==> src/cpt_pkg.sv <==
`timescale 1ns / 1ps
// ----------------------------------------------------------------------------
// cpt_pkg
// Types and constants shared by the countdown timer core and its submodules.
// ----------------------------------------------------------------------------
package cpt_pkg;

  localparam logic [2:0] MODE_IDLE      = 3'd0;
  localparam logic [2:0] MODE_TIME_SET  = 3'd1;
  localparam logic [2:0] MODE_COUNTDOWN = 3'd2;
  localparam logic [2:0] MODE_PAUSE     = 3'd3;
  localparam logic [2:0] MODE_STAT      = 3'd4;

  localparam logic [2:0] EV_INC    = 3'd0;
  localparam logic [2:0] EV_DEC    = 3'd1;
  localparam logic [2:0] EV_START  = 3'd2;
  localparam logic [2:0] EV_CANCEL = 3'd3;
  localparam logic [2:0] EV_TICK   = 3'd4;

  localparam logic [1:0] ST_IGNORED    = 2'd0;
  localparam logic [1:0] ST_HANDLED    = 2'd1;
  localparam logic [1:0] ST_TRANSITION = 2'd2;

  localparam logic [1:0] REG_STEP_SECONDS    = 2'd0;
  localparam logic [1:0] REG_BEEP_PHASE      = 2'd1;
  localparam logic [1:0] REG_COUNT_PHASE     = 2'd2;
  localparam logic [1:0] REG_STAT_HOLD_TICKS = 2'd3;

  localparam logic [11:0] STEP_SECONDS_RST    = 12'd60;
  localparam logic [3:0]  BEEP_PHASE_RST      = 4'd5;
  localparam logic [3:0]  COUNT_PHASE_RST     = 4'd10;
  localparam logic [7:0]  STAT_HOLD_TICKS_RST = 8'd30;

  localparam logic [15:0] SET_MAX = 16'd59999;

  typedef struct packed {
    logic [2:0] kind;
    logic [3:0] sub_sec;
  } cpt_in_t;

  typedef struct packed {
    logic [2:0]  mode;
    logic [1:0]  status;
    logic [15:0] remaining_time;
    logic [31:0] productive_time;
    logic        beep;
  } cpt_out_t;

  typedef struct packed {
    logic [11:0] step_seconds;
    logic [3:0]  beep_phase;
    logic [3:0]  count_phase;
    logic [7:0]  stat_hold_ticks;
  } cpt_cfg_t;

endpackage

==> src/countdown_productivity_timer_core.sv <==
`timescale 1ns / 1ps
// ----------------------------------------------------------------------------
// countdown_productivity_timer_core
// Five-mode countdown timer with pause and productive-time statistics.
// ----------------------------------------------------------------------------
// Each event beat on the input channel yields exactly one result beat. An
// event is captured in an input register, and the mode update is done
// combinationally between that register and the result register, which
// presents the result; the update waits while a held result is not taken.
// The block takes one event per clock when the result side keeps up; the
// input register can take a new event while a finished result still waits
// in the result register. Configuration writes are always ready and should
// be issued only while no event is in flight.
module countdown_productivity_timer_core (
  input  logic              clk,
  input  logic              rst_n,
  input  logic              in_valid,
  output logic              in_ready,
  input  cpt_pkg::cpt_in_t  in_data,
  output logic              out_valid,
  input  logic              out_ready,
  output cpt_pkg::cpt_out_t out_data,
  input  logic              cfg_valid,
  output logic              cfg_ready,
  input  logic [1:0]        cfg_index,
  input  logic [11:0]       cfg_data
);
  import cpt_pkg::*;

  cpt_cfg_t cfg;
  cpt_in_t  item_r;
  logic     item_valid_r;
  cpt_out_t res;
  cpt_out_t out_r;
  logic     out_valid_r;
  logic     adv;

  assign adv       = item_valid_r && (!out_valid_r || out_ready);
  assign in_ready  = !item_valid_r || adv;
  assign out_valid = out_valid_r;
  assign out_data  = out_r;

  cpt_cfg_regs u_cfg (
    .clk       (clk),
    .rst_n     (rst_n),
    .cfg_valid (cfg_valid),
    .cfg_ready (cfg_ready),
    .cfg_index (cfg_index),
    .cfg_data  (cfg_data),
    .cfg       (cfg)
  );

  cpt_mode_ctrl u_ctrl (
    .clk   (clk),
    .rst_n (rst_n),
    .en    (adv),
    .item  (item_r),
    .cfg   (cfg),
    .res   (res)
  );

  always_ff @(posedge clk) begin
    if (!rst_n) begin
      item_valid_r <= 1'b0;
      out_valid_r  <= 1'b0;
    end else begin
      if (in_valid && in_ready) begin
        item_valid_r <= 1'b1;
      end else if (adv) begin
        item_valid_r <= 1'b0;
      end
      if (adv) begin
        out_valid_r <= 1'b1;
      end else if (out_ready) begin
        out_valid_r <= 1'b0;
      end
    end
  end

  always_ff @(posedge clk) begin
    if (in_valid && in_ready) begin
      item_r <= in_data;
    end
    if (adv) begin
      out_r <= res;
    end
  end

endmodule

==> src/cpt_cfg_regs.sv <==
`timescale 1ns / 1ps
// ----------------------------------------------------------------------------
// cpt_cfg_regs
// Configuration register file written through the cfg write channel.
// ----------------------------------------------------------------------------
module cpt_cfg_regs (
  input  logic              clk,
  input  logic              rst_n,
  input  logic              cfg_valid,
  output logic              cfg_ready,
  input  logic [1:0]        cfg_index,
  input  logic [11:0]       cfg_data,
  output cpt_pkg::cpt_cfg_t cfg
);
  import cpt_pkg::*;

  cpt_cfg_t cfg_r;

  assign cfg_ready = 1'b1;
  assign cfg       = cfg_r;

  always_ff @(posedge clk) begin
    if (!rst_n) begin
      cfg_r.step_seconds    <= STEP_SECONDS_RST;
      cfg_r.beep_phase      <= BEEP_PHASE_RST;
      cfg_r.count_phase     <= COUNT_PHASE_RST;
      cfg_r.stat_hold_ticks <= STAT_HOLD_TICKS_RST;
    end else if (cfg_valid) begin
      case (cfg_index)
        REG_STEP_SECONDS:    cfg_r.step_seconds    <= cfg_data;
        REG_BEEP_PHASE:      cfg_r.beep_phase      <= cfg_data[3:0];
        REG_COUNT_PHASE:     cfg_r.count_phase     <= cfg_data[3:0];
        REG_STAT_HOLD_TICKS: cfg_r.stat_hold_ticks <= cfg_data[7:0];
        default: ;
      endcase
    end
  end

endmodule

==> src/cpt_mode_ctrl.sv <==
`timescale 1ns / 1ps
// ----------------------------------------------------------------------------
// cpt_mode_ctrl
// Timer state registers and the per-event mode and counter update.
// ----------------------------------------------------------------------------
module cpt_mode_ctrl (
  input  logic              clk,
  input  logic              rst_n,
  input  logic              en,
  input  cpt_pkg::cpt_in_t  item,
  input  cpt_pkg::cpt_cfg_t cfg,
  output cpt_pkg::cpt_out_t res
);
  import cpt_pkg::*;

  logic [2:0]  mode_r, mode_nxt;
  logic [15:0] set_r, set_nxt;
  logic [15:0] elap_r, elap_nxt;
  logic [31:0] prod_r, prod_nxt;
  logic [7:0]  cnt_r, cnt_nxt;

  always_comb begin
    logic [16:0] add_sum;
    logic [15:0] added;
    logic [15:0] step_ext;
    logic        can_dec;
    logic [15:0] dec_val;
    logic [32:0] prod_sum;
    logic [15:0] set_tmp;
    logic [7:0]  cnt_inc;
    logic [2:0]  next_mode;
    logic        go;
    logic [1:0]  status;
    logic        beep;

    step_ext  = {4'd0, cfg.step_seconds};
    add_sum   = {1'b0, set_r} + {1'b0, step_ext};
    added     = (add_sum > {1'b0, SET_MAX}) ? SET_MAX : add_sum[15:0];
    can_dec   = (set_r >= step_ext);
    dec_val   = set_r - step_ext;
    set_tmp   = set_r - 16'd1;
    cnt_inc   = cnt_r + 8'd1;
    prod_sum  = 33'd0;
    mode_nxt  = mode_r;
    set_nxt   = set_r;
    elap_nxt  = elap_r;
    prod_nxt  = prod_r;
    cnt_nxt   = cnt_r;
    next_mode = mode_r;
    go        = 1'b0;
    status    = ST_IGNORED;
    beep      = 1'b0;

    case (mode_r)
      MODE_IDLE: begin
        if (item.kind == EV_INC) begin
          set_nxt = added; next_mode = MODE_TIME_SET; go = 1'b1;
        end else if (item.kind == EV_START) begin
          next_mode = MODE_STAT; go = 1'b1;
        end else if (item.kind == EV_TICK && item.sub_sec == cfg.beep_phase) begin
          beep = 1'b1; status = ST_HANDLED;
        end
      end
      MODE_TIME_SET: begin
        if (item.kind == EV_INC) begin
          set_nxt = added; status = ST_HANDLED;
        end else if (item.kind == EV_DEC) begin
          if (can_dec) begin
            set_nxt = dec_val; status = ST_HANDLED;
          end
        end else if (item.kind == EV_START) begin
          if (can_dec) begin
            next_mode = MODE_COUNTDOWN; go = 1'b1;
          end
        end else if (item.kind == EV_CANCEL) begin
          next_mode = MODE_IDLE; go = 1'b1;
        end
      end
      MODE_COUNTDOWN: begin
        if (item.kind == EV_START) begin
          next_mode = MODE_PAUSE; go = 1'b1;
        end else if (item.kind == EV_CANCEL) begin
          next_mode = MODE_IDLE; go = 1'b1;
        end else if (item.kind == EV_TICK && item.sub_sec == cfg.count_phase) begin
          if (set_r != 16'd0) begin
            set_nxt = set_tmp;
            if (elap_r != 16'hFFFF) elap_nxt = elap_r + 16'd1;
          end
          if (set_r == 16'd0 || set_tmp == 16'd0) begin
            next_mode = MODE_IDLE; go = 1'b1;
          end else begin
            status = ST_HANDLED;
          end
        end
      end
      MODE_PAUSE: begin
        if (item.kind == EV_INC) begin
          set_nxt = added; next_mode = MODE_TIME_SET; go = 1'b1;
        end else if (item.kind == EV_DEC) begin
          if (can_dec) begin
            set_nxt = dec_val; next_mode = MODE_TIME_SET; go = 1'b1;
          end
        end else if (item.kind == EV_START) begin
          next_mode = MODE_COUNTDOWN; go = 1'b1;
        end else if (item.kind == EV_CANCEL) begin
          next_mode = MODE_IDLE; go = 1'b1;
        end
      end
      default: begin
        if (item.kind == EV_TICK) begin
          cnt_nxt = cnt_inc;
          if (cnt_inc == cfg.stat_hold_ticks) begin
            cnt_nxt = 8'd0; next_mode = MODE_IDLE; go = 1'b1;
          end
        end
      end
    endcase

    if (go) begin
      if (mode_r == MODE_COUNTDOWN) begin
        prod_sum = {1'b0, prod_r} + {17'd0, elap_nxt};
        prod_nxt = prod_sum[32] ? 32'hFFFF_FFFF : prod_sum[31:0];
        elap_nxt = 16'd0;
      end
      if (next_mode == MODE_IDLE) begin
        set_nxt  = 16'd0;
        elap_nxt = 16'd0;
      end
      mode_nxt = next_mode;
      status   = ST_TRANSITION;
    end

    res.mode            = mode_nxt;
    res.status          = status;
    res.remaining_time  = set_nxt;
    res.productive_time = prod_nxt;
    res.beep            = beep;
  end

  always_ff @(posedge clk) begin
    if (!rst_n) begin
      mode_r <= MODE_IDLE;
      set_r  <= 16'd0;
      elap_r <= 16'd0;
      prod_r <= 32'd0;
      cnt_r  <= 8'd0;
    end else if (en) begin
      mode_r <= mode_nxt;
      set_r  <= set_nxt;
      elap_r <= elap_nxt;
      prod_r <= prod_nxt;
      cnt_r  <= cnt_nxt;
    end
  end

endmodule
==> config.mk <==
export PLATFORM = sky130hd
export DESIGN_NAME = countdown_productivity_timer_core
export DESIGN_NICKNAME = d
export VERILOG_FILES = /design/src/cpt_pkg.sv /design/src/countdown_productivity_timer_core.sv /design/src/cpt_cfg_regs.sv /design/src/cpt_mode_ctrl.sv
export SDC_FILE = /design/constraint.sdc
export NUM_CORES = 1
export LEC_CHECK = 0
export ABC_AREA = 1
export ABC_CLOCK_PERIOD_IN_PS = 8700
export BUFFER_PORTS_ARGS = -buffer_cell sky130_fd_sc_hd__buf_2
export CORE_ASPECT_RATIO = 1.1
export CORE_UTILIZATION = 40
export DETAILED_ROUTE_END_ITERATION = 8
export SETUP_SLACK_MARGIN = 0.2
export SYNTH_ARGS = -nofsm -noshare
export SYNTH_HDL_FRONTEND = slang
export SYNTH_HIERARCHICAL = 1
export SYNTH_SLANG_ARGS = --single-unit
==> constraint.sdc <==
create_clock -name clk -period 8.7 [get_ports clk]
set_input_delay 0 -clock clk [delete_from_list [all_inputs] [get_ports clk]]
set_output_delay 0 -clock clk [all_outputs]
set_load 0.01 [all_outputs]
==> results.json <==
{
  "grt_max_degree": 96,
  "hold_path_class": "in2reg",
  "overflow": 0,
  "critPathLaunchType": "flip-flop",
  "final_common_cell": "nand2_1",
  "min_period_over_period": 0.621,
  "endpoint_kind": "flip-flop",
  "worst_path_most_repeated_cell": "nand2_1",
  "final_hold_viol_count": 0,
  "avgViaCountPerCell": 5.21,
  "htree_num_levels": 4,
  "reg2reg_depth": 19,
  "layout-drive-gt1-share": 0.146,
  "worst-setup-path-type": "reg2reg",
  "finalSetupTns_ns": 0,
  "vias": 12100,
  "start_util": 0.407,
  "final_util": 0.450,
  "peakVddDrop_mv": 0.137,
  "relSlewSlack": 0.251,
  "root_buffer": "clkbuf_16",
  "cts_setup_buffers": 0,
  "finalNonFillerCells": 2325,
  "clkLatencyLatePin_ns": 0.44,
  "rsz0062_at_grt": "false",
  "ant_nets": 0,
  "final_cell_mix": "407 x nand2_1, 240 x inv_1, 163 x nand3_1",
  "rr_startpoint": "u_ctrl/mode_r[2]",
  "drt_wl_total_um": 35500,
  "die_height_um": 189,
  "yosys_warnings": 6,
  "drv_cap": 0,
  "fin_skew_ns": 0.0164,
  "dp_hpwl_um": 26500,
  "required_ns": 9.06,
  "die_w_um": 172,
  "first_pass_iters": 5,
  "drc": 0,
  "antenna_found_initial": 0,
  "hp-start": "cfg_valid",
  "cts_made_buffers": 17,
  "area_growth_pct": 10.6,
  "nets": 1965,
  "fp.coreArea_um2": 31400,
  "cts_tree": "built",
  "crit_fanout": 25,
  "crit_chain": "inv_2, nand2_1, nor2_1, nand2_4, xor2_1, ha_1, inv_1, fa_1, o21ai_1, a21boi_1, o21ai_1, nand2_1, nand2_1, nand2_1, inv_1, nand2_1, nand2_1, o22ai_1, a21oi_1",
  "r2r_slack_ns": 3.30,
  "timing.rr.end": "u_ctrl/prod_r[5]",
  "fmax_ghz": 0.185,
  "drtIter0Drc": 811,
  "netlist_area_um2": 12800,
  "synth.distinct_cells": 65,
  "async_reset_ff_frac": 0,
  "powerDensity_nw_per_um2": 160,
  "design.portCount": 83,
  "port_buffers": 81,
  "critPathLaunch": "u_ctrl/mode_r[2]",
  "crit_path_top_delay_cell": "dfxtp_1",
  "die-area_um2": 32600,
  "setup_viol_count_final": 0,
  "critPathCapture": "u_ctrl/prod_r[5]",
  "synth_area_per_cell_um2": 6.93,
  "tightestPinTransition_ns": 1.12,
  "num-fill-cells": 3274,
  "grt_first_pass_wirelength_um": 58200,
  "rows": 68,
  "synthFlopType": "dfxtp_1",
  "cts.clk_slew.worst_paths_ns": 0.07,
  "finalMaxSlewViolations": 0,
  "synth_enable_flop_cells": 61,
  "wl_per_cell_um": 15.3,
  "ys_seq_area_frac": 0.308,
  "synthCells": 1842,
  "cts_buffer_depth": 2,
  "p_leak_nw": 6.52,
  "syn_nets": 1915,
  "max_stage_delay_ns": 0.77,
  "dp_cells": 2268,
  "routabilityCongestion": 0.933,
  "period_needed_ns": 5.40,
  "grt.total_usage": 0.225,
  "outcome": "complete, no violations",
  "crit_arrival_ns": 5.76,
  "cts_resized": 0,
  "first_global_vias": 11200,
  "n_antenna_cell": 0,
  "ys_seq_elements": 166,
  "cts.sink_count": 166
}
[logic make-up after synthesis]
group | share of synthesized area
AND/OR/NAND/NOR | 0.323
AO/OA/AOI/OAI | 0.161
buffers and inverters | 0.119
flip-flops | 0.308
XOR/XNOR | 0.0403
adder cells (fa/ha/maj) | 0.0478
other | 0.000294
multiplexers | 0.000784
[registers in the layout, summed over array words and instances, names as in the netlist, 3 cells and up]
| register | count |
|---|---|
| item_r | 7 |
| out_data | 54 |
| u_cfg/cfg | 28 |
| u_ctrl/cnt_r | 8 |
| u_ctrl/elap_r | 16 |
| u_ctrl/mode_r | 3 |
| u_ctrl/prod_r | 32 |
| u_ctrl/set_r | 16 |
[worst min-delay path by stage]
stage	slack (ns)	endpoint	depth (start not counted)
after floorplan	0.1	item_r[0]	0
after global placement	0.18	item_r[0]	1
after detailed placement	0.18	item_r[1]	1
after CTS	0.1	u_cfg/cfg[11]	3
after global routing	0.14	u_cfg/cfg[9]	3
final	0.11	u_cfg/cfg[20]	3
[worst max-delay path: cells and delay by family, from the launching register on]
family / cells / cell delay [ns]
and+or+nand+nor: 8 / 2.10
AOI/OAI and AO/OA: 5 / 1.15
DFF: 1 / 0.77
adders and majority gates: 2 / 0.59
buffers and inverters: 3 / 0.50
xor gates and xnor gates: 1 / 0.21
[cell type report]
| cell class | instances | area (µm²) | area share |
|---|---|---|---|
| Inverter | 269 | 1020 | 0.0720 |
| Timing Repair Buffer | 112 | 701 | 0.0496 |
| Multi-Input combinational cell | 1326 | 7330 | 0.519 |
| Clock buffer | 19 | 464 | 0.0329 |
| Sequential cell | 166 | 3930 | 0.279 |
| Clock inverter | 13 | 154 | 0.0109 |
| Tap cell | 420 | 526 | 0.0372 |
[repair_timing]
item,in CTS,in global routing
hold buffers,25,0
hold endpoints to repair,37,0
setup endpoints to repair,0,0
[synthesized netlist by cell type (3+ instances only)]
| master | number | area [µm²] |
|---|---|---|
| nand3b_1 | 5 | 37.5 |
| buf_6 | 9 | 101 |
| a22oi_1 | 3 | 22.5 |
| dfxtp_1 | 105 | 2100 |
| o21ai_0 | 127 | 636 |
| buf_1 | 3 | 11.3 |
| a211oi_1 | 3 | 22.5 |
| nor3_1 | 24 | 120 |
| nand4_1 | 33 | 206 |
| o21bai_1 | 5 | 37.5 |
| nor4_1 | 7 | 43.8 |
| o31ai_1 | 6 | 45.0 |
| fa_1 | 3 | 60.1 |
| o21ai_1 | 14 | 70.1 |
| edfxtp_1 | 61 | 1830 |
| nand2_1 | 407 | 1530 |
| nand3_2 | 19 | 190 |
| xnor2_1 | 13 | 114 |
| o211ai_1 | 7 | 52.6 |
| buf_2 | 17 | 85.1 |
| nor2_2 | 14 | 87.6 |
| buf_4 | 19 | 143 |
| nor3_2 | 5 | 50.1 |
| a21oi_2 | 30 | 263 |
| nand3_1 | 163 | 816 |
| inv_1 | 240 | 901 |
| inv_2 | 26 | 97.6 |
| nand2_2 | 20 | 125 |
| nor2_1 | 139 | 522 |
| xor2_1 | 42 | 368 |
| o22ai_1 | 17 | 106 |
| clkbuf_1 | 30 | 113 |
| nand2_4 | 11 | 124 |
| o21ai_2 | 8 | 70.1 |
| nor2_4 | 6 | 67.6 |
| ha_1 | 44 | 551 |
| a21oi_1 | 119 | 596 |
[metal layers]
layer | vias to the layer above | wire [µm] | part of all wire | track usage
met2 | 337 | 16500 | 0.46 | 0.365
met5 | - | 0 | 0 | 0
met1 | 5576 | 16800 | 0.47 | 0.311
li1 | 6159 | - | - | -
met4 | 0 | 609 | 0.017 | 0.0650
met3 | 34 | 1630 | 0.046 | 0.0288
[report_power, final]
part | internal, mW | total [mW] | switching [mW]
combinational | 0.183 | 0.554 | 0.371
sequential | 0.860 | 0.916 | 0.0556
clock | 0.411 | 0.789 | 0.378
[through the flow]
step | total power, mW | worst slack, ns | instance area (µm²) | hold WS [ns]
after global placement | 1.47 | 3.54 | 13300 | 0.178
after global routing | 2.38 | 2.74 | 14100 | 0.143
after CTS | 2.28 | 3.34 | 14100 | 0.0975
after detailed placement | 1.48 | 3.36 | 13300 | 0.182
after floorplan | 1.35 | 4.35 | 12800 | 0.0989
final | 2.26 | 3.30 | 14100 | 0.109
Note: power is estimated with default switching activity, not from simulation.
